### src/design/rk4s_pkg.sv
// Shared types and constants for the staged RK4 rigid-body integrator.
// No dependencies; imported by every module of the block.
package rk4s_pkg;

    localparam int VAL_W   = 32;
    localparam int DT_W    = 21;
    localparam int IDX_W   = 6;
    localparam int NUM_VAL = 6;
    localparam int NUM_CON = 3;
    localparam int P_W     = DT_W + VAL_W;   // dt * |x| * weight
    localparam int Q_DEPTH = 4;
    localparam int Q_AW    = 2;

    localparam logic [DT_W-1:0] DT_RESET = 21'd1092;

    localparam logic [2:0] OP_LOAD_BODY = 3'd0;
    localparam logic [2:0] OP_LOAD_CON  = 3'd1;
    localparam logic [2:0] OP_EVAL_BODY = 3'd2;
    localparam logic [2:0] OP_EVAL_CON  = 3'd3;
    localparam logic [2:0] OP_ADVANCE   = 3'd4;
    localparam logic [2:0] OP_START     = 3'd5;
    localparam logic [2:0] OP_END       = 3'd6;

    localparam logic [2:0] ST_IDLE  = 3'd0;
    localparam logic [2:0] ST_ONE   = 3'd1;
    localparam logic [2:0] ST_TWO   = 3'd2;
    localparam logic [2:0] ST_THREE = 3'd3;
    localparam logic [2:0] ST_FOUR  = 3'd4;

    localparam logic [1:0] SUB_NONE = 2'd0;
    localparam logic [1:0] SUB_HALF = 2'd1;
    localparam logic [1:0] SUB_FULL = 2'd2;

    typedef logic signed [VAL_W-1:0] t_val;
    typedef t_val [NUM_VAL-1:0] t_vec;
    typedef t_val [NUM_CON-1:0] t_cvec;

    typedef enum logic [2:0] {
        K_NONE,
        K_LOAD_B,
        K_LOAD_C,
        K_EVAL_STEP,
        K_EVAL_FIN,
        K_EVAL_C
    } t_kind;

    typedef struct packed {
        logic [2:0]       op;
        logic [IDX_W-1:0] index;
        t_val             value_a;
        t_val             value_b;
        t_val             value_c;
        t_val             value_d;
        t_val             value_e;
        t_val             value_f;
    } t_in;

    typedef struct packed {
        logic [IDX_W-1:0] out_index;
        t_val             out_angle;
        t_val             out_angular_velocity;
        t_val             out_position_x;
        t_val             out_position_y;
        t_val             out_velocity_x;
        t_val             out_velocity_y;
        logic [2:0]       stage_now;
        logic [1:0]       sub_step_code;
        logic             final_flag;
        logic             saturated;
    } t_out;

    // Decoded request passed from the front end to the execution pipeline.
    typedef struct packed {
        t_kind            kind;
        logic [IDX_W-1:0] idx;
        t_vec             v;
        logic             dbl;        // stage weight 2
        logic             full_step;  // next-stage offset is a full dt
        logic [2:0]       stage;
        logic [1:0]       sub;
        logic             fin;
    } t_cmd;

endpackage

### src/design/rk4s_front.sv
// Front end: owns the stage register and classifies each accepted request.
// Depends on rk4s_pkg.
module rk4s_front
    import rk4s_pkg::*;
#(
    parameter int MAX_BODIES      = 64,
    parameter int MAX_CONSTRAINTS = 64
) (
    input  logic i_clk,
    input  logic i_rst_n,
    input  t_in  i_item,
    input  logic i_take,
    output t_cmd o_cmd
);

    logic [2:0] r_stage;
    logic [2:0] n_stage;
    logic       active;
    logic       body_ok;
    logic       con_ok;

    always_comb begin
        active  = (r_stage >= ST_ONE) && (r_stage <= ST_FOUR);
        body_ok = (32'(i_item.index) < 32'(MAX_BODIES));
        con_ok  = (32'(i_item.index) < 32'(MAX_CONSTRAINTS));
        n_stage = r_stage;

        o_cmd           = '0;
        o_cmd.kind      = K_NONE;
        o_cmd.idx       = i_item.index;
        o_cmd.v[0]      = i_item.value_a;
        o_cmd.v[1]      = i_item.value_b;
        o_cmd.v[2]      = i_item.value_c;
        o_cmd.v[3]      = i_item.value_d;
        o_cmd.v[4]      = i_item.value_e;
        o_cmd.v[5]      = i_item.value_f;
        o_cmd.dbl       = (r_stage == ST_TWO) || (r_stage == ST_THREE);
        o_cmd.full_step = (r_stage == ST_THREE);

        case (i_item.op)
            OP_LOAD_BODY: begin
                if (body_ok) o_cmd.kind = K_LOAD_B;
            end
            OP_LOAD_CON: begin
                if (con_ok) o_cmd.kind = K_LOAD_C;
            end
            OP_EVAL_BODY: begin
                if (active && body_ok) begin
                    if (r_stage == ST_FOUR) begin
                        o_cmd.kind = K_EVAL_FIN;
                        o_cmd.fin  = 1'b1;
                    end else begin
                        o_cmd.kind = K_EVAL_STEP;
                        o_cmd.sub  = (r_stage == ST_THREE) ? SUB_FULL : SUB_HALF;
                    end
                end
            end
            OP_EVAL_CON: begin
                if (active && con_ok) begin
                    o_cmd.kind = K_EVAL_C;
                    o_cmd.fin  = (r_stage == ST_FOUR);
                end
            end
            OP_ADVANCE: n_stage = active ? r_stage + 3'd1 : ST_IDLE;
            OP_START:   n_stage = ST_ONE;
            OP_END:     n_stage = ST_IDLE;
            default:    n_stage = r_stage;
        endcase

        o_cmd.stage = n_stage;
    end

    always_ff @(posedge i_clk) begin
        if (!i_rst_n) begin
            r_stage <= ST_IDLE;
        end else if (i_take) begin
            r_stage <= n_stage;
        end
    end

endmodule

### config.mk
export PLATFORM = sky130hd
export DESIGN_NAME = rk4s_front
export DESIGN_NICKNAME = d
export VERILOG_FILES = /design/src/design/rk4s_pkg.sv /design/src/design/rk4s_front.sv
export SDC_FILE = /design/constraint.sdc
export NUM_CORES = 1
export LEC_CHECK = 0
export ABC_AREA = 1
export BUFFER_PORTS_ARGS = -buffer_cell sky130_fd_sc_hd__buf_4
export CAP_MARGIN = 20
export CELL_PAD_IN_SITES_DETAIL_PLACEMENT = 0
export CELL_PAD_IN_SITES_GLOBAL_PLACEMENT = 1
export CORE_AREA = 4 4 157 159
export CTS_CLUSTER_DIAMETER = 40
export DETAILED_ROUTE_END_ITERATION = 10
export DIE_AREA = 0 0 161 163
export PLACE_DENSITY = 0.7
export SYNTH_ARGS = -nofsm -noshare
export SYNTH_HDL_FRONTEND = slang
export SYNTH_SLANG_ARGS = --single-unit
### constraint.sdc
create_clock -name i_clk -period 1.2 [get_ports i_clk]
set_input_delay 0.24 -clock i_clk [delete_from_list [all_inputs] [get_ports i_clk]]
set_output_delay 0.24 -clock i_clk [all_outputs]
set_load 0.02 [all_outputs]
# Word-level counts from Yosys, hierarchy flattened
# Index checks and enable logic that the tools add are counted.
dict set report word_totals {
  reg_bits 3
  inputBits 204
  wordCells 29
}
dict set report classes {
  addsub 1
  magnitude_cmp 2
  eq_ne 9
  muxes 13
  n_reduce_logical 3
}
# op n
set op_table {}
lappend op_table {{$mux 3} 5}
lappend op_table {{$eq 3x2->1 const B} 4}
lappend op_table {{$eq 3x3->1 const B} 4}
lappend op_table {{$pmux 3 s4} 1}
lappend op_table {{$pmux 3 s3} 1}
lappend op_table {{$mux 2} 3}
lappend op_table {{$add 3x1->3 const B} 1}
lappend op_table {{$eq 3x1->1 const B} 1}
lappend op_table {{$ge 3x1->1 const B} 1}
lappend op_table {{$le 3x3->1 const B} 1}
lappend op_table {{$logic_not 3->1} 1}
lappend op_table {{$mux 1} 2}
lappend op_table {{$pmux 1 s2} 1}
lappend op_table {{$logic_and 1x1->1} 1}
lappend op_table {{$logic_or 1x1->1} 1}

# Logic depth before layout (Yosys ltp)
# Gate-level depths: netlist of the first run.
dict set report depth {
  ltp_word 5
  depth_mapped 10
  depth_no_buf 10
}

# Worst setup path after synthesis of the first run
# OpenSTA, ideal clock, no wires.
dict set report synth_path {
  kind {flip-flop to output port}
  start {register r_stage[0]}
  end {output o_cmd[206] (netlist name)}
  t_arrival_ns 1.314
  path_slack_ns -0.354
  path_stages_with_launch 8
  path_buffers 0
  path_cell_list {dfxtp_1 -> inv_1 -> ha_1 -> inv_1 -> nand2_1 -> and2_4 -> nand2_1 -> o311ai_0}
}
# element line
set synth_rtl {}
lappend synth_rtl {{from (decl)} rk4s_front.sv:16} ;# logic [2:0] r_stage;
lappend synth_rtl {{from (signal assigned)} rk4s_front.sv:77} ;# r_stage <= n_stage;
lappend synth_rtl {{to (decl)} rk4s_front.sv:13} ;# output t_cmd o_cmd

==> results of run 1 <==
## Yosys cell counts, drive strengths merged
| cell | instances | area share [%] |
|---|---|---|
| a21oi | 3 | 0.80 |
| o31ai | 1 | 0.40 |
| dfxtp | 3 | 3.2 |
| ha | 5 | 3.3 |
| inv | 13 | 2.6 |
| o21ai | 1 | 0.47 |
| buf | 198 | 79 |
| nand3 | 5 | 1.6 |
| o311ai | 1 | 0.47 |
| nor2 | 10 | 2.3 |
| nand2 | 23 | 4.9 |
| and2 | 1 | 0.47 |
## how the worst max path moves through the flow
stage          slack (ns)          to  cells after the start        from
2_1_floorplan       -0.10  o_cmd[206]                      7  r_stage[1]
3_3_place_gp        -0.27  o_cmd[206]                      8  r_stage[1]
3_5_place_dp        -0.27    o_cmd[5]                      6  r_stage[0]
4_1_cts             -0.49  o_cmd[206]                      8  r_stage[1]
5_1_grt             -0.53  o_cmd[206]                      8  r_stage[1]
6_report            -0.49  o_cmd[206]                      8  r_stage[1]
## per-stage QoR
step | utilization, % | total power [µW] | TNS, ns | hold WS, ns | setup WS, ns
3_5_place_dp | 4.90 | 400 | -2.49 | 0.480 | -0.273
3_3_place_gp | 4.90 | 398 | -2.40 | 0.480 | -0.270
4_1_cts | 5.56 | 976 | -4.78 | 0.303 | -0.492
5_1_grt | 5.76 | 1030 | -5.24 | 0.320 | -0.534
2_1_floorplan | - | 1230 | -0.533 | 0.402 | -0.102
6_report | 5.76 | 974 | -4.39 | 0.297 | -0.487
## cell type report
cell class / instances / area [µm²] / share of cell area, %
clock buffer: 4 / 78.8 / 5.88
inverter: 13 / 51.3 / 3.83
multi-input combinational: 50 / 432 / 32.2
sequential: 3 / 67.6 / 5.04
tap: 319 / 399 / 29.8
timing repair buffer: 36 / 312 / 23.2
## per-layer routing
layer	GRT usage, %	vias up
li1	-	283
met3	5.95	109
met5	0	-
met4	8.14	0
met1	2.55	291
met2	5.53	205
## critical path: cells and delay by family, from the launching register on
family	cells	cell delay, ns
simple gates	4	0.44
flops	1	0.36
buf+inv	2	0.19
fa+ha+maj	1	0.15
compound gates	1	0.08
## cell families after synthesis
logic type	count (synthesis)	share of synthesized area (%)
compound gates	6	2.14
fa+ha+maj	5	3.34
buf+inv	211	82.1
flops	3	3.21
simple gates	39	9.23
## power groups by stage
| stage | clock [µW] | sequential [µW] | combinational (µW) |
|---|---|---|---|
| detailed placement | 0 | 119 | 281 |
| finish | 531 | 118 | 324 |
| floorplan | 0 | 117 | 1120 |
| global route | 558 | 119 | 354 |
| global placement | 0 | 119 | 279 |
| CTS | 546 | 118 | 313 |
## timing repair
| item | CTS | global route |
|---|---|---|
| hold buffers | 0 | 0 |
| pin swaps | 3 | 3 |
| buffers inserted | 1 | 3 |
| resized for setup | 17 | 6 |
| setup endpoints to repair | 14 | 14 |
==> results by group, run 1 <==
Power
  – Peak VDD IR: 0.271 mV
  – Leak pwr: 0.000491 µW
  – NetSw: 269 µW
  – Switching share of power: 27.6%
  – Clk pwr share: 54.6%
  – Power per standard cell area: 727 nW/µm²
  – Int Pwr: 704 µW
  – Flop pwr share: 12.1%
  – Combinational group share of total power: 33.3%

Synthesis
  – Mapped Area: 1870 µm²
  – Register area share after synthesis: 3.21%
  – Mapped Cells: 264
  – Synthesis Warnings: 0
  – Syn Nets: 473
  – Synthesized area per cell: 7.09 µm²
  – Distinct cells, synth: 16
  – Register bit total from synthesis: 3

Routing
  – Iter 0 DRT Violations: 30
  – Met2 Wirelength: 2410 µm
  – Post-Route M1 WL: 1260 µm
  – Max Used Layer: met4
  – Via density: 2.09
  – Drt pass-1 iters: 3
  – # DRC: 0
  – Final ANT Viol Nets: 0
  – Final wirelength: 6480 µm
  – Vias: 888
  – Routed wire per std cell: 15.3 µm
  – Met3 WL: 1790 µm

Die
  – Cell row count: 56
  – Die ar.: 26,200 µm²
  – I/O pin count: 413
  – Die X: 161 µm
  – Starting density of the core: 8.04%
  – Chip height: 163 µm
  – Core area: 23,300 µm²

Setup path
  – Crit path required time: 0.96 ns
  – Worst setup SP type: flop
  – Crit-path cells: inv_4 > ha_4 > nor2_2 > nand2_2 > and2_4 > nand2_4 > o311ai_4 > buf_6
  – Critical path's slowest cell: dfxtp_4
  – Critical R2R Capture: r_stage[2]
  – Arrival time worst endpoint: 1.45 ns
  – Worst Reg-to-Reg Cells: 10
  – Flop2flop setup slack: -0.21 ns
  – Crit-path max FO: 4
  – CP Capture Type: primary output
  – Worst r2r src: r_stage[1]
  – Max incr delay on CP: 0.36 ns
  – Worst Setup Path Type: flop to primary output

GRT
  – Antenna violations before repair: 0
  – Number of global-route vias before repair: 998
  – Largest net degree at the start of global routing: 6
  – First-pass GRT wire length: 8000 µm
  – Gr usage total: 4.78%
  – Total congestion overflow: 0

Clock tree
  – CTS tree: yes
  – H-tree levels: 1
  – Clk sink count: 3
  – Clk buf depth: 2
  – Clock latency on the worst-skew pair: 0.23 ns
  – CTS root buf: clkbuf_16
  – Clock-pin slew on the worst setup and hold paths: 0.03 ns
  – Inserted Clock Buffers: 3

Layout
  – Share of cells above drive strength 1: 68.9%
  – Ant diodes: 0
  – Leading cell type in the layout, fill and taps excluded: buf_4
  – Regs by FF count: r_stage (3)
  – Fin nets: 316
  – Area Growth Syn to Fin: -28.4%
  – Fill cells: 2,792
  – Cell Count, Final, Fillers Out: 425
  – Design area: 1340 µm²
  – Largest Register: r_stage
  – Largest register FFs: 3
  – Most frequent cells in the layout: buf_4, nand2_1, buf_6, inv_1, nand2_2

Outcome
  – Violated checks: setup timing
  – Outcome: finished with violations

Min path
  – Origin of the worst min-delay path: i_take
  – HP Class: input port to flop
  – Worst Hold Path EP: r_stage[1]
  – Hold path depth: 4

Timing
  – Slew @ Worst Pin: 0.216 ns
  – RSZ-0062 raised after global routing: yes
  – Fin. max-slew vios: 0
  – Setup violators final: 14
  – Period minus WS final: 1.69 ns
  – Final worst clock skew: 0.00213 ns
  – Final hold vios: 0
  – Slew headroom: 85.6%
  – Fin worst setup slack: -0.487 ns
  – Final period util: 141%
  – Max Clock Freq: 593 MHz

Placed design
  – DP Cell Count: 417
  – IO Port Bufs: 16
  – DP Area: 1140 µm²
  – Dpl hpwl: 5600 µm
  – RD Place Congestion: 0.697

Run
  – Total of max-cap violations: 0
No activity file was read; power rests on OpenSTA's default activity.
==> inputs of run 2 (changes only) <==
ABC_AREA = default   (was 1)
CORE_AREA = 4 4 160 162   (was 4 4 157 159)
DIE_AREA = 0 0 164 166   (was 0 0 161 163)
PLACE_DENSITY = 0.68   (was 0.7)
==> run 2 against run 1 <==
Global-route usage up 0.22 points. Area after synthesis up 1.5%. Non-clock buffer count up 8. The run still ends with setup timing left. Largest cell class unchanged. Combinational power down 43%. Die area up 3.7%. Power down 15%. Sequential power down 10%. Via count up 3.5%. Sequential cell count unchanged. Cell count down 0.94%. Sequential share of layout area down 0.35 points.
==> results by group, run 2 <==
Synthesis
  – Distinct cells, synth: 24 (was 16)
  – Synthesized area per cell: 7.60 µm² (was 7.09 µm²)
  – Synth top area share: 78.3% (was 79.5%)
  – Mapped Area: 1900 µm² (was 1870 µm²)
  – Count leader, synth: buf_4 (unchanged)
  – Fraction of registers with async set/reset: 0% (unchanged)
  – Mapped Cells: 250 (was 264)
  – Synthesis Warnings: 0 (unchanged)
  – Register area share after synthesis: 3.16% (was 3.21%)
  – Commonest cells in the netlist: buf_4, nand2_1, ha_1, inv_1 (was buf_4, nand2_1, inv_1)
  – Syn Nets: 459 (was 473)
  – Top_reg_cell synth: dfxtp_1 (unchanged)
  – Largest area contributor in the netlist: buf_4 (unchanged)
  – Synth top area cells: buf_4, ha_1, dfxtp_1 (was buf_4, nand2_1, ha_1)
  – Register bit total from synthesis: 3 (unchanged)
  – EDFF count, synth: 0 (unchanged)

Setup path
  – Max incr delay on CP: 0.41 ns (was 0.36 ns)
  – Crit path required time: 0.96 ns (about the same)
  – CP Capture Type: primary output (unchanged)
  – Crit-path cells: ha_4 > nor4_2 > or3_4 > buf_4 > o32ai_1 > buf_4 (was inv_4 > ha_4 > nor2_2 > nand2_2 > and2_4 > nand2_4 > o311ai_4 > buf_6)
  – Cell mode on critical path: buf_4
  – Arrival time worst endpoint: 1.69 ns (was 1.45 ns)
  – Crit-path max FO: 5 (was 4)
  – Critical path's slowest cell: or3_4 (was dfxtp_4)
  – Worst Setup Path Type: flop to primary output (unchanged)
  – Worst setup SP type: flop (unchanged)

Layout
  – Finished Core Util: 5.76% (about the same)
  – Regs by FF count: r_stage (3) (unchanged)
  – Cell Count, Final, Fillers Out: 421 (was 425)
  – Share of cells above drive strength 1: 71.1% (was 68.9%)
  – Most frequent cells in the layout: buf_4, buf_6, nand2_1, inv_1, ha_4 (was buf_4, nand2_1, buf_6, inv_1, nand2_2)
  – Leading cell type in the layout, fill and taps excluded: buf_4 (unchanged)
  – Largest register FFs: 3 (unchanged)
  – Fill cells: 2,894 (was 2,792)
  – Area Growth Syn to Fin: -26.9% (was -28.4%)
  – Largest Register: r_stage (unchanged)
  – Ant diodes: 0 (unchanged)
  – Fin nets: 307 (was 316)

Timing
  – Final period util: 161% (was 141%)
  – Setup violators final: 14 (unchanged)
  – Period minus WS final: 1.93 ns (was 1.69 ns)
  – Final hold vios: 0 (unchanged)
  – RSZ-0062 raised after global routing: yes (unchanged)
  – Fin. max-slew vios: 0 (unchanged)
  – Final worst clock skew: 0.000352 ns (was 0.00213 ns)
  – Slew headroom: 80.2% (was 85.6%)
  – Max Clock Freq: 519 MHz (was 593 MHz)
  – Setup_tns: -7.35 ns (was -4.39 ns)
  – Slew @ Worst Pin: 0.295 ns (was 0.216 ns)
  – Fin worst setup slack: -0.727 ns (was -0.487 ns)

Clock tree
  – H-tree levels: 1 (unchanged)
  – Clock latency on the worst-skew pair: 0.23 ns (about the same)
  – Clk buf depth: 2 (unchanged)
  – CTS root buf: clkbuf_16 (unchanged)
  – Clk sink count: 3 (unchanged)
  – Inserted Clock Buffers: 3 (unchanged)
  – Clock-pin slew on the worst setup and hold paths: 0.03 ns (about the same)
  – CTS tree: yes (unchanged)

Power
  – Leak pwr: 0.000456 µW (was 0.000491 µW)
  – Peak VDD IR: 0.371 mV (was 0.271 mV)
  – Total Power: 831 µW (was 974 µW)
  – Power per standard cell area: 599 nW/µm² (was 727 nW/µm²)

Routing
  – Final ANT Viol Nets: 0 (unchanged)
  – Vias: 919 (was 888)
  – Via density: 2.18 (was 2.09)
  – # DRC: 0 (unchanged)
  – Routed wire per std cell: 16.8 µm (was 15.3 µm)
  – Final wirelength: 7090 µm (was 6480 µm)
  – Drt pass-1 iters: 4 (was 3)
  – Iter 0 DRT Violations: 30 (unchanged)

Placed design
  – IO Port Bufs: 16 (unchanged)
  – RD Place Congestion: 0.708 (was 0.697)
  – Dpl hpwl: 5990 µm (was 5600 µm)
  – DP Cell Count: 412 (was 417)
  – Place WS: -0.606 ns (was -0.273 ns)

GRT
  – Gr usage total: 5.00% (was 4.78%)
  – First-pass GRT wire length: 8690 µm (was 8000 µm)
  – Number of global-route vias before repair: 1,093 (was 998)
  – Antenna violations before repair: 0 (unchanged)
  – Largest net degree at the start of global routing: 11 (was 6)
  – Total congestion overflow: 0 (unchanged)

Min path
  – HP Class: input port to flop (unchanged)

Die
  – Starting density of the core: 7.88% (was 8.04%)
  – Die ar.: 27,200 µm² (was 26,200 µm²)
  – Core area: 24,100 µm² (was 23,300 µm²)
  – Die X: 164 µm (was 161 µm)
  – Cell row count: 57 (was 56)
  – Chip height: 166 µm (was 163 µm)
  – I/O pin count: 413 (unchanged)

Run
  – Total of max-cap violations: 0 (unchanged)

Outcome
  – Outcome: finished with violations (unchanged)
  – Violated checks: setup timing (unchanged)
==> run 2: per-layer routing <==
layer	vias to the layer above	wire length, µm	GRT usage, %
li1	284	-	-
met1	339	1640	3.23
met2	173	2920	6.72
met3	123	1430	4.32
met4	0	1110	7.80
met5	-	0	0
==> run 2: layout make-up <==
type	count	area, µm²	area share (%)
Clock buffer	4	78.8	5.68
Inverter	6	22.5	1.62
Multi-Input combinational cell	40	432	31.1
Sequential cell	3	65.1	4.69
Tap cell	324	405	29.2
Timing Repair Buffer	44	384	27.7
==> run 2: report_power, final <==
group / total [µW] / internal (µW) / leakage [µW] / switching, µW
combinational: 184 / 91.4 / 0.000393 / 92.5
clock: 541 / 439 / 0.0000382 / 102
sequential: 106 / 102 / 0.0000255 / 4.45
==> run 2: final timing paths <==
path | from | to | slack (ns) | cells after the start
worst min register to register | r_stage[0] | r_stage[0] | 0.65 | 2
worst max register to register | r_stage[1] | r_stage[2] | -0.19 | 6
worst min-delay path | i_rst_n | r_stage[0] | 0.36 | 3
worst max-delay path | r_stage[0] | o_cmd[206] | -0.73 | 6
==> run 2: timing repair <==
item                                    in CTS  in global routing
setup buffers                                3                  2
resized for setup                           21                  0
hold buffers                                 0                  0
endpoints found under the setup margin      14                 14
pin swaps                                    9                  4
cloned                                       0                  0
==> run 2: critical path: cells and delay by family, from the launching register on <==
family | cells | cell delay, ns
AOI/OAI and AO/OA | 1 | 0.13
adders and majority gates | 1 | 0.14
buffers and inverters | 2 | 0.36
DFF | 1 | 0.38
and+or+nand+nor | 2 | 0.45
==> run 2: cells by family after synthesis <==
group / after synthesis / synth area share (%)
buf+inv: 207 / 80.4
simple gates: 20 / 6.92
compound gates: 15 / 6.19
fa+ha+maj: 5 / 3.29
flops: 3 / 3.16
==> run 2: per-stage QoR <==
| step | cell area, µm² | hold WS, ns |
|---|---|---|
| finish | 1390 | 0.358 |
| CTS | 1370 | 0.355 |
| global route | 1390 | 0.399 |
| global placement | 1180 | 0.480 |
| floorplan | 1970 | 0.409 |
| detailed placement | 1180 | 0.480 |
