**src/design/rk4s_pkg.sv**
```systemverilog
// Shared types and constants for the staged RK4 rigid-body integrator.
// No dependencies; imported by every module of the block.
package rk4s_pkg;

    localparam int VAL_W   = 32;
    localparam int DT_W    = 21;
    localparam int IDX_W   = 6;
    localparam int NUM_VAL = 6;
    localparam int NUM_CON = 3;
    localparam int P_W     = DT_W + VAL_W;   // dt * |x| * weight
    localparam int Q_DEPTH = 4;
    localparam int Q_AW    = 2;

    localparam logic [DT_W-1:0] DT_RESET = 21'd1092;

    localparam logic [2:0] OP_LOAD_BODY = 3'd0;
    localparam logic [2:0] OP_LOAD_CON  = 3'd1;
    localparam logic [2:0] OP_EVAL_BODY = 3'd2;
    localparam logic [2:0] OP_EVAL_CON  = 3'd3;
    localparam logic [2:0] OP_ADVANCE   = 3'd4;
    localparam logic [2:0] OP_START     = 3'd5;
    localparam logic [2:0] OP_END       = 3'd6;

    localparam logic [2:0] ST_IDLE  = 3'd0;
    localparam logic [2:0] ST_ONE   = 3'd1;
    localparam logic [2:0] ST_TWO   = 3'd2;
    localparam logic [2:0] ST_THREE = 3'd3;
    localparam logic [2:0] ST_FOUR  = 3'd4;

    localparam logic [1:0] SUB_NONE = 2'd0;
    localparam logic [1:0] SUB_HALF = 2'd1;
    localparam logic [1:0] SUB_FULL = 2'd2;

    typedef logic signed [VAL_W-1:0] t_val;
    typedef t_val [NUM_VAL-1:0] t_vec;
    typedef t_val [NUM_CON-1:0] t_cvec;

    typedef enum logic [2:0] {
        K_NONE,
        K_LOAD_B,
        K_LOAD_C,
        K_EVAL_STEP,
        K_EVAL_FIN,
        K_EVAL_C
    } t_kind;

    typedef struct packed {
        logic [2:0]       op;
        logic [IDX_W-1:0] index;
        t_val             value_a;
        t_val             value_b;
        t_val             value_c;
        t_val             value_d;
        t_val             value_e;
        t_val             value_f;
    } t_in;

    typedef struct packed {
        logic [IDX_W-1:0] out_index;
        t_val             out_angle;
        t_val             out_angular_velocity;
        t_val             out_position_x;
        t_val             out_position_y;
        t_val             out_velocity_x;
        t_val             out_velocity_y;
        logic [2:0]       stage_now;
        logic [1:0]       sub_step_code;
        logic             final_flag;
        logic             saturated;
    } t_out;

    // Decoded request passed from the front end to the execution pipeline.
    typedef struct packed {
        t_kind            kind;
        logic [IDX_W-1:0] idx;
        t_vec             v;
        logic             dbl;        // stage weight 2
        logic             full_step;  // next-stage offset is a full dt
        logic [2:0]       stage;
        logic [1:0]       sub;
        logic             fin;
    } t_cmd;

endpackage

```
**src/design/rk4s_queue.sv**
```systemverilog
// Short request queue between front end and execution pipeline.
// Depends on rk4s_pkg.
module rk4s_queue
    import rk4s_pkg::*;
(
    input  logic i_clk,
    input  logic i_rst_n,
    input  logic i_push,
    input  t_cmd i_data,
    output logic o_full,
    input  logic i_pop,
    output logic o_empty,
    output t_cmd o_data
);

    t_cmd            r_mem [Q_DEPTH];
    logic [Q_AW-1:0] r_wr_ptr;
    logic [Q_AW-1:0] r_rd_ptr;
    logic [Q_AW:0]   r_count;

    assign o_full  = (r_count == (Q_AW+1)'(Q_DEPTH));
    assign o_empty = (r_count == '0);
    assign o_data  = r_mem[r_rd_ptr];

    always_ff @(posedge i_clk) begin
        if (i_push) r_mem[r_wr_ptr] <= i_data;
    end

    always_ff @(posedge i_clk) begin
        if (!i_rst_n) begin
            r_wr_ptr <= '0;
            r_rd_ptr <= '0;
            r_count  <= '0;
        end else begin
            if (i_push) r_wr_ptr <= r_wr_ptr + 1'b1;
            if (i_pop)  r_rd_ptr <= r_rd_ptr + 1'b1;
            r_count <= r_count + (Q_AW+1)'(i_push) - (Q_AW+1)'(i_pop);
        end
    end

endmodule

```
**config.mk**
```make
export PLATFORM = sky130hd
export DESIGN_NAME = rk4s_queue
export DESIGN_NICKNAME = d
export VERILOG_FILES = /design/src/design/rk4s_pkg.sv /design/src/design/rk4s_queue.sv
export SDC_FILE = /design/constraint.sdc
export NUM_CORES = 1
export LEC_CHECK = 0
export ABC_AREA = 1
export BUFFER_PORTS_ARGS = -buffer_cell sky130_fd_sc_hd__buf_4
export CORE_ASPECT_RATIO = 2
export CORE_MARGIN = 5
export CORE_UTILIZATION = 52
export CTS_CLUSTER_DIAMETER = 60
export CTS_CLUSTER_SIZE = 14
export DETAILED_ROUTE_END_ITERATION = 8
export GPL_TIMING_DRIVEN = 0
export PLACE_DENSITY_LB_ADDON = 0.1
export SLEW_MARGIN = 40
export SYNTH_ARGS = -nofsm -noshare
export SYNTH_HDL_FRONTEND = slang
export SYNTH_SLANG_ARGS = --single-unit
```
**constraint.sdc**
```tcl
create_clock -name i_clk -period 4.9 [get_ports i_clk]
set_clock_uncertainty 0.05 [all_clocks]
set_input_delay 0.245 -clock i_clk [delete_from_list [all_inputs] [get_ports i_clk]]
set_output_delay 0.245 -clock i_clk [all_outputs]
set_load 0.01 [all_outputs]
```
---- Word level (Yosys, flattened, before mapping) ----
Memories as Yosys holds them, arrays and structs flattened. A register that Yosys moved wholly into a read port is not among the register bits.
Cells that the tools add are included.
storage, ports and cells
  output and inout port bits .............. 211
  bits in writable memories ............... 836
  word-level logic and storage cells ...... 14
  register bits ........................... 7
  memories kept ........................... 1
memories
  memory  words  width  read ports  clocked after Yosys merged registers in  wr ports  RTL line          RTL
  r_mem   4      209    1           1                                        1         rk4s_queue.sv:16  t_cmd r_mem [Q_DEPTH];
cells by class
  reduce and logical (&&, ||, !) cells .... 1
  eq/ne operators ......................... 1
  add/subtract/negate cells ............... 4
  muxes and demuxes ....................... 4
operators by type and width
  operator                                      number
  adder 2 x 1 -> 2 bit (second input constant)  2
  two-way mux 2 bit                             2
  adder 3 x 1 -> 3 bit                          1
  equality test 3 bit (second input constant)   1
  logical NOT 3 bit                             1
  subtractor 3 x 1 -> 3 bit                     1
  two-way mux 1 bit                             2

---- Logic depth before layout (Yosys ltp) ----
Gate-level depths: netlist (run 1).
  word-level depth ........................ 3
  mapped depth ............................ 8
  depth with buffers taken out ............ 8

---- Worst setup path before layout (run 1) ----
Ideal clock, no wire load.
  path kind ............................... reg2reg
  from .................................... reg r_wr_ptr[0]
  to ...................................... mem r_mem[2][0] (netlist bit) (enable)
  period minus slack after synthesis ...... 5210 ps
  setup slack ............................. -310 ps
  library setup time ...................... 561 ps
  arrival ................................. 4599 ps
  stages on the path, launching flop included .. 5
  required time ........................... 4289 ps
  cell sequence ........................... dfxtp_1 inv_1 ha_1 nand2_1 inv_1
RTL lines
  element                 RTL line          RTL
  from (decl)             rk4s_queue.sv:17  logic [Q_AW-1:0] r_wr_ptr;
  from (signal assigned)  rk4s_queue.sv:35  if (i_push) r_wr_ptr <= r_wr_ptr + 1'b1;
  to (decl)               rk4s_queue.sv:16
No word-level cell before the write port.

==> flow_metrics.env, run 1 <==
export IMPL_syn2layout_area_growth_pct=28.4
export IMPL_die_area_sq_um=69500
export IMPL_setup_viol=0
export IMPL_cts_tree="yes"
export IMPL_worst_slack_ns=2.10
export IMPL_rsz0062_at_grt="no"
export IMPL_drive_gt1_frac=0.210
export IMPL_grt_pass1_vias=23264
export IMPL_grt_max_degree=23
export IMPL_r2r_end="r_mem[1][175]"
export IMPL_synth_compound_area_share=0.117
export IMPL_synth_cells=2493
export IMPL_holdWs_ns=0.302
export IMPL_startpoint_type="flop"
export IMPL_synthAdderAreaFrac=0.00285
export IMPL_fp_dieW_microns=189
export IMPL_nNetsFinal=3469
export IMPL_synthArstFlopShare=0
export IMPL_ys_ff_latch=845
export IMPL_worst_setup_path_end_kind="output pin"
export IMPL_via_per_inst=5.41
export IMPL_layout_common_cells="edfxtp_1, inv_1, buf_4"
export IMPL_fin_crit_sh=0.571
export IMPL_worst_pin_slew_ns=0.725
export IMPL_fillerInstances=4554
export IMPL_root_buffer="clkbuf_16"
export IMPL_power_density_nw_per_um2=363
export IMPL_synth_area_mux_share=0
export IMPL_max_stage_delay_ns=0.60
export IMPL_crit_arrival_ns=2.50
export IMPL_path_delay_family="buffers and inverters"
export IMPL_stdcell_area_sq_um=42800
export IMPL_grt_usage=0.251
export IMPL_ant_nets=0
export IMPL_die_height_microns=368
export IMPL_pre_cts_slack_ns=2.28
export IMPL_slowest_stage="clkbuf_1"
export IMPL_gp_congestion=0.772
export IMPL_start_util=0.524
export IMPL_clk_pin_slew_worst_paths_ns=0.06
export IMPL_io_pins=424
export IMPL_reg2reg_slack_ns=2.28
export IMPL_synthFlopType="edfxtp_1"
export IMPL_reg2reg_from="r_wr_ptr[1]"
export IMPL_antenna_found_initial=10
export IMPL_cts_setup_buffers=0
export IMPL_cts_made_buffers=70
export IMPL_syn_mean_instance_area_sq_um=13.4
export IMPL_final_core_util=0.673
export IMPL_yosys_cell_types_count=18
export IMPL_drc_errors=0
export IMPL_wl_mm=88.6
export IMPL_slew_violations=0
export IMPL_grt_pass1_wl_mm=134
export IMPL_crit_fanout=10
export IMPL_final_hold_viol_count=0
export IMPL_cts_htree_levels=3
export IMPL_synth_top_family_by_area="compound AO/OA/AOI/OAI gates"
export IMPL_cp_cell_sequence="buf_2, clkbuf_1, o211ai_1, nand2_1, buf_4"
export IMPL_hpwl_mm=60.1
export IMPL_clk_latency_ns=0.60
export IMPL_max_clock_path_buffers=3
export IMPL_fmax_mhz=357
export IMPL_endpoint="o_data[56]"
export IMPL_p_leak_nw=16.7
export IMPL_synth_xor_area_frac=0
export IMPL_status="completed"
export IMPL_firstDrtPassIters=5
export IMPL_path_class="reg2out"
export IMPL_ir_drop_mv=0.357
export IMPL_layout_cells_most_common="edfxtp_1"
export IMPL_wire_per_inst_microns=21.7
export IMPL_ctsResizeCount=0
export IMPL_yosys_warnings=0
export IMPL_synth_simple_area_share=0.0487
export IMPL_min_period_ns=2.80
export IMPL_vias=22030
export IMPL_drt_iter0_markers=1428
export IMPL_cp_depth=5
export IMPL_synth_edf_count=836
export IMPL_yosysSeqAreaShare=0.759
export IMPL_grt_ovfl_total=0
export IMPL_path_buf_inv=3
export IMPL_synth_area_sq_um=33300
export IMPL_synth_fp_nets=2713
export IMPL_max_cap_violations=0
export IMPL_numPortBuffers=423
export IMPL_relSlewSlack=0.517
export IMPL_cts_sinks=845
export IMPL_hold_class="in2reg"
export IMPL_reg2reg_depth=9
export IMPL_critPathRequiredTime_ns=4.61
export IMPL_placementRows=131
export IMPL_placed_area_sq_um=38700
export IMPL_coreArea_sq_um=63600
## cell type report
cell class              count  area [sq um]  share of cell area
clock buffers              87          1900              0.0444
inverters                 433          1640              0.0383
multi-input cells        1076          5630               0.132
clock inverters             4          42.5            0.000994
flip-flops and latches    845         25300               0.591
repair buffers            684          6500               0.152
well taps                 798           998              0.0233
plain buffers             139           777              0.0182
diodes                      8          20.0            0.000468
## sequential cells by signal, indices dropped and copies added, names as in the netlist, named ones only
register / count
r_wr_ptr: 2
r_count: 3
r_mem: 836
r_rd_ptr: 2
## logic make-up after synthesis
group | Yosys count
AOI/OAI and AO/OA | 637
and+or+nand+nor | 432
buffers and inverters | 572
DFF | 845
adders and majority gates | 7
## layer usage
layer | up-vias | global-route usage | part of all wire
met5 | - | 0 | 0.00024
met4 | 4 | 0.0898 | 0.031
met3 | 159 | 0.0673 | 0.083
met2 | 851 | 0.434 | 0.51
met1 | 10806 | 0.302 | 0.38
li1 | 10210 | - | -
## cells in the mapped netlist, drive strengths merged (2+ instances only)
master	instances	area share
ha	6	0.0023
nor2	2	0.00023
clkbuf	35	0.0039
o21ai	213	0.032
dfxtp	9	0.0054
edfxtp	836	0.75
nand2	428	0.048
a21oi	215	0.032
o211ai	209	0.053
buf	104	0.019
inv	433	0.049
## metrics by stage
step           setup TNS [ns]  cells  total power (W)
6_report                    0   4074           0.0155
3_5_place_dp                0   3762           0.0105
5_1_grt                     0   4072           0.0161
3_3_place_gp         -1800.29   3714           0.0104
2_1_floorplan               0   2493          0.00935
4_1_cts                     0   4066           0.0157
## worst reg2reg max path, cell delays in order, from the launching register on
cell        delay [ns]
dfxtp_1           0.38
inv_1             0.10
ha_1              0.18
nand2_1           0.14
clkinvlp_4        0.46
buf_16            0.36
buf_16            0.18
buf_16            0.18
buf_16            0.18
buf_16            0.18
## what timing repair did
item | in CTS | in global routing
hold buffers | 213 | 0
endpoints found under the setup margin | 0 | 0
hold endpoints to repair | 845 | 0
## power by group
part	switching [W]	leakage, nW	total [W]	internal (W)
Combinational	0.00122	8.03	0.00211	0.000886
Clock	0.00238	0.948	0.00509	0.00271
Sequential	0.0000701	7.75	0.00834	0.00827
Total	0.00368	16.7	0.0155	0.0119
## how the worst min path moves through the flow
stage | end | from | cells past startpoint
3_3_place_gp | r_mem[3][152] | i_data[152] | 1
3_5_place_dp | r_mem[2][9] | i_data[9] | 1
6_report | r_mem[0][204] | i_data[204] | 2
4_1_cts | r_mem[0][204] | i_data[204] | 2
2_1_floorplan | flop | i_pop | 1
5_1_grt | r_mem[0][204] | i_data[204] | 2
Note: power is estimated with default switching activity, not from simulation.
==> run 2: changes to the inputs <==
Settings changed: ABC_AREA 1 to 0, CORE_UTILIZATION 52 to 54.
Clock period 4.9 ns to 2.65 ns, I/O delays scaled along.
==> run 2 against run 1 <==
  * First-iteration DRC count shrank 33%
  * Count of clock-buffer cells in the layout is 10 lower
  * Core utilization increased by 2.6 points
  * Synthesized cell count decreased by 55%
  * Register-to-register slack lost 2.0 ns
  * Largest power group unchanged
==> flow_metrics.env, run 2 <==
export IMPL_p_leak_nw=13.3
export IMPL_grt_ovfl_total=0
export IMPL_synth_compound_area_share=0.000492
export IMPL_root_buffer="clkbuf_16"
export IMPL_yosys_cell_types_count=21
export IMPL_synthMostInstantiatedCell="edfxtp_1"
export IMPL_synth_area_sq_um=30500
export IMPL_coreArea_sq_um=56200
export IMPL_hold_path_end="r_mem[2][79]"
export IMPL_status="completed"
export IMPL_max_clock_path_buffers=3
export IMPL_yosys_warnings=0
export IMPL_rsz0062_at_grt="yes"
export IMPL_vias=14480
export IMPL_gp_congestion=0.712
export IMPL_fin_crit_sh=0.956
export IMPL_ant_nets=0
export IMPL_hold_class="in2reg"
export IMPL_final_hold_viol_count=0
export IMPL_layout_cells_most_common="edfxtp_1"
export IMPL_synth_simple_area_share=0.00246
export IMPL_fillerInstances=3443
export IMPL_syn2layout_area_growth_pct=28.5
export IMPL_path_class="reg2out"
export IMPL_finalSetupTns_ns=0
export IMPL_largest_register="r_mem"
export IMPL_hpwl_mm=43.4
export IMPL_synthAdderAreaFrac=0.00311
export IMPL_clk_pin_slew_worst_paths_ns=0.06
export IMPL_slew_violations=0
export IMPL_io_pins=424
export IMPL_numPortBuffers=423
export IMPL_synthFlopType="edfxtp_1"
export IMPL_ir_drop_mv=0.629
export IMPL_grt_pass1_wl_mm=98.7
export IMPL_setup_viol=0
export IMPL_synthArstFlopShare=0
export IMPL_crit_arrival_ns=2.35
export IMPL_wl_mm=65.5
export IMPL_cts_tree="yes"
export IMPL_synth_area_mux_share=0.154
export IMPL_placed_area_sq_um=35200
export IMPL_relSlewSlack=0.522
export IMPL_yosysSeqAreaShare=0.828
export IMPL_grt_max_degree=37
export IMPL_synth_fp_nets=1354
export IMPL_fmax_mhz=395
export IMPL_synth_xor_area_frac=0.00135
export IMPL_die_height_microns=346
export IMPL_clk_latency_ns=0.59
export IMPL_grt_pass1_vias=16001
export IMPL_startpoint_type="flop"
export IMPL_reg2reg_from="r_wr_ptr[0]"
export IMPL_synth_top_family_by_area="multiplexers"
export IMPL_drive_gt1_frac=0.414
export IMPL_synth_edf_count=836
export IMPL_syn_mean_instance_area_sq_um=26.9
export IMPL_synthTopCellsByArea="edfxtp_1, mux4_2, dfxtp_1"
export IMPL_fp_dieW_microns=178
export IMPL_synth_cells=1134
export IMPL_wire_per_inst_microns=24.9
export IMPL_start_util=0.544
export IMPL_placementRows=123
export IMPL_stdcell_area_sq_um=39200
export IMPL_layout_common_cells="edfxtp_1, buf_4, dlygate4sd3_1"
export IMPL_reg_top3="r_mem: 836 flops, r_count: 3 flops"
export IMPL_r2r_end="r_mem[3][133]"
export IMPL_cts_made_buffers=70
export IMPL_power_density_nw_per_um2=719
export IMPL_hp_start="i_data[79]"
export IMPL_min_period_ns=2.53
export IMPL_cts_sinks=845
export IMPL_cts_htree_levels=3
export IMPL_synth_common_cells="edfxtp_1, mux4_2, buf_2"
export IMPL_cts_setup_buffers=0
export IMPL_drt_iter0_markers=953
export IMPL_via_per_inst=5.50
export IMPL_reg2reg_depth=5
export IMPL_crit_fanout=10
export IMPL_largest_register_ffs=836
export IMPL_yosysTopAreaCellShare=0.822
export IMPL_worst_setup_path_end_kind="output pin"
export IMPL_nNetsFinal=2086
export IMPL_grt_usage=0.215
export IMPL_drc_errors=0
export IMPL_reg2reg_slack_ns=0.31
export IMPL_firstDrtPassIters=5
export IMPL_antenna_found_initial=3
export IMPL_netlist_top_cell_by_area="edfxtp_1"
export IMPL_total_power_w=0.0282
export IMPL_die_area_sq_um=61700
export IMPL_min_path_cells=2
export IMPL_max_cap_violations=0
export IMPL_ys_ff_latch=845
export IMPL_critPathRequiredTime_ns=2.47
export IMPL_worst_pin_slew_ns=0.717
==> run 2: worst max-delay path: stages, from the launching register on <==
cell	delay, ns
dfxtp_1	0.33
buf_4	0.25
buf_4	0.30
buf_2	0.33
mux4_2	0.38
buf_4	0.17
==> run 2: kinds of logic (layout without fill, tap and decap cells) <==
logic type | count (synthesis) | after routing
other | 0 | 4
adders and majority gates | 7 | 7
and+or+nand+nor | 14 | 14
muxes | 210 | 210
DFF | 845 | 845
xor gates and xnor gates | 3 | 3
AOI/OAI and AO/OA | 2 | 2
buffers and inverters | 53 | 796
==> run 2: report_power, final <==
group	total, W	internal, W	switching, W
Clock	0.00915	0.00495	0.00420
Combinational	0.00359	0.00188	0.00171
Sequential	0.0155	0.0154	0.000135
==> run 2: layer usage <==
layer,part of all wire,global-route usage,vias up
li1,-,-,6338
met4,0.021,0.0613,2
met3,0.082,0.0624,88
met5,0.00020,0,-
met1,0.37,0.267,7560
met2,0.53,0.372,492
==> run 2: worst max path at each step <==
stage                     cells after the start         from       endpoint
after CTS                                     5         flop    o_data[120]
final                                         5         flop    o_data[146]
after floorplan                               3  r_wr_ptr[0]    r_mem[2][0]
after global placement                        3  r_wr_ptr[0]  r_mem[0][182]
after detailed placement                      5  r_wr_ptr[0]  r_mem[3][130]
after global routing                          5         flop    o_data[120]
==> run 2: final cells by class <==
type	instances	area, sq um	area share
flip-flops and latches	845	25300	0.644
well taps	750	938	0.0239
clock inverters	6	80.1	0.00204
repair buffers	661	5820	0.148
inverters	7	26.3	0.000669
multi-input cells	236	4950	0.126
clock buffers	77	1820	0.0464
plain buffers	45	315	0.00803
diodes	4	10.0	0.000255
==> run 2: stage by stage <==
stage,utilization,cells,hold slack [ns],worst slack (ns)
finish,0.699,2631,0.218,0.116
global route,0.699,2629,0.204,-0.00811
CTS,0.698,2627,0.181,0.0106
detailed placement,0.626,2333,0.285,0.282
global placement,0.617,2307,0.280,-1.02
floorplan,-,1134,0.181,0.148
==> run 2: what timing repair did <==
item	CTS	global route
hold buffers	212	0
hold endpoints to repair	856	0
endpoints found under the setup margin	200	17
resized for setup	7	4
==> run 3: changes to the inputs <==
Settings changed: CORE_ASPECT_RATIO 2 to 0.7, SLEW_MARGIN 40 to 20.
==> run 3 against run 2 <==
  * Largest cell class unchanged
  * Maximum frequency about the same
  * Core utilization up 0.56 points
  * Count of clock-buffer cells in the layout down 1
  * Register-to-register slack better by 0.02 ns
  * Critical path type unchanged
  * Final cell count down 0.57%
==> flow_metrics.env, run 3 (synthesized netlist as in run 2, its figures left out) <==
export IMPL_via_per_inst=5.49
export IMPL_slowest_stage="mux4_2"
export IMPL_fp_dieW_microns=294
export IMPL_worst_slack_ns=0.119
export IMPL_root_buffer="clkbuf_16"
export IMPL_nNetsFinal=2081
export IMPL_cts_sinks=845
export IMPL_cts_made_buffers=70
export IMPL_drt_iter0_markers=961
export IMPL_path_class="reg2out"
export IMPL_largest_register_ffs=836
export IMPL_reg_top3="r_mem: 836 flops, r_count: 3 flops"
export IMPL_critPathRequiredTime_ns=2.47
export IMPL_startpoint_type="flop"
export IMPL_gp_congestion=0.722
export IMPL_cts_tree="yes"
export IMPL_worst_setup_path_end_kind="output pin"
export IMPL_drive_gt1_frac=0.413
export IMPL_hpwl_mm=40.0
export IMPL_grt_pass1_vias=15612
export IMPL_path_delay_family="buffers and inverters"
export IMPL_pre_cts_slack_ns=0.298
export IMPL_setup_viol=0
export IMPL_ir_drop_mv=0.604
export IMPL_layout_common_cells="edfxtp_1, buf_4, dlygate4sd3_1"
export IMPL_rsz0062_at_grt="no"
export IMPL_coreArea_sq_um=55600
export IMPL_stdcell_area_sq_um=39100
export IMPL_hp_start="i_data[67]"
export IMPL_fillerInstances=3300
export IMPL_finalSetupTns_ns=0
export IMPL_status="completed"
export IMPL_fin_crit_sh=0.955
export IMPL_worst_pin_slew_ns=0.684
export IMPL_crit_fanout=10
export IMPL_die_area_sq_um=61500
export IMPL_grt_ovfl_total=0
export IMPL_firstDrtPassIters=6
export IMPL_relSlewSlack=0.544
export IMPL_placed_area_sq_um=35100
export IMPL_antenna_found_initial=5
export IMPL_slew_violations=0
export IMPL_stdcell_count=2616
export IMPL_path_buf_inv=4
export IMPL_placementRows=72
export IMPL_layout_cells_most_common="edfxtp_1"
export IMPL_grt_pass1_wl_mm=95.5
export IMPL_min_period_ns=2.53
export IMPL_power_density_nw_per_um2=717
export IMPL_clk_pin_slew_worst_paths_ns=0.06
export IMPL_drc_errors=0
export IMPL_wire_per_inst_microns=24.1
export IMPL_clk_latency_ns=0.60
export IMPL_vias=14357
export IMPL_syn2layout_area_growth_pct=28.2
export IMPL_final_hold_viol_count=0
export IMPL_max_cap_violations=0
export IMPL_largest_register="r_mem"
export IMPL_final_core_util=0.704
export IMPL_numPortBuffers=423
export IMPL_start_util=0.550
export IMPL_max_clock_path_buffers=3
export IMPL_ant_nets=0
export IMPL_place_inst=2318
export IMPL_wl_mm=63.1
export IMPL_max_stage_delay_ns=0.38
export IMPL_grt_usage=0.206
export IMPL_grt_max_degree=48
export IMPL_io_pins=424
export IMPL_reg2reg_from="r_wr_ptr[0]"
export IMPL_p_leak_nw=13.3
export IMPL_crit_arrival_ns=2.35
export IMPL_fmax_mhz=395
export IMPL_crit_path_frequent_cell="buf_4"
export IMPL_die_height_microns=209
export IMPL_cp_cell_sequence="buf_4, buf_4, buf_2, mux4_2, buf_4"
export IMPL_hold_class="in2reg"
export IMPL_cts_htree_levels=3
-- run 3: cell count changes in the layout (fill, tap and decap cells not counted), sizes merged --
cell / previous run / this run
clkinv: 1 / 3
clkdlybuf4s15: 0 / 1
bufinv: 1 / 0
clkbuf: 80 / 83
clkinvlp: 1 / 0
inv: 10 / 11
buf: 491 / 481
-- run 3: final timing paths --
check	slack [ns]	depth (start not counted)	endpoint
worst max-delay path	0.12	5	o_data[100]
worst min-delay path	0.22	2	r_mem[1][67]
worst max register to register	0.33	5	r_mem[1][113]
worst min register to register	0.52	2	r_rd_ptr[1]
-- run 3: cell type report --
class	instances	area, sq um	share of cell area
Antenna cell	4	10.0	0.000256
Inverter	7	26.3	0.000671
Sequential cell	845	25300	0.646
Timing Repair Buffer	656	5790	0.148
Buffer	45	322	0.00821
Clock buffer	76	1770	0.0453
Multi-Input combinational cell	236	4950	0.127
Tap cell	740	926	0.0237
Clock inverter	7	65.1	0.00166
-- run 3: what timing repair did --
item / in CTS / in global routing
setup endpoints to repair: 190 / 25
hold buffers: 212 / 0
setup buffers: 0 / 0
resized for setup: 6 / 7
cloned: 0 / 0
endpoints found under the hold margin: 845 / 0
-- run 3: metal layers --
metal	global-route usage	share of wire	vias to the layer above
met4	0.0575	0.025	4
met3	0.0587	0.072	99
met1	0.267	0.38	7524
met2	0.349	0.52	387
li1	-	-	6343
met5	0	0.00043	-
-- run 3: worst reg2reg max path, cell delays in order, from the launching register on --
cell and delay [ns]:
dfxtp_1 0.41, ha_1 0.17, and2_4 0.44, buf_12 0.28, buf_16 0.30, buf_16 0.32
-- run 3: stage by stage --
step	hold slack [ns]	total power, W
6_report	0.216	0.0281
5_1_grt	0.191	0.0291
4_1_cts	0.183	0.0284
3_5_place_dp	0.286	0.0191
3_3_place_gp	0.281	0.0190
2_1_floorplan	0.181	0.0174
-- run 3: power by group --
part	switching (W)	leakage, nW	internal (W)	total [W]
logic	0.00168	4.62	0.00187	0.00355
clock network	0.00430	0.903	0.00474	0.00904
registers	0.000134	7.75	0.0154	0.0155
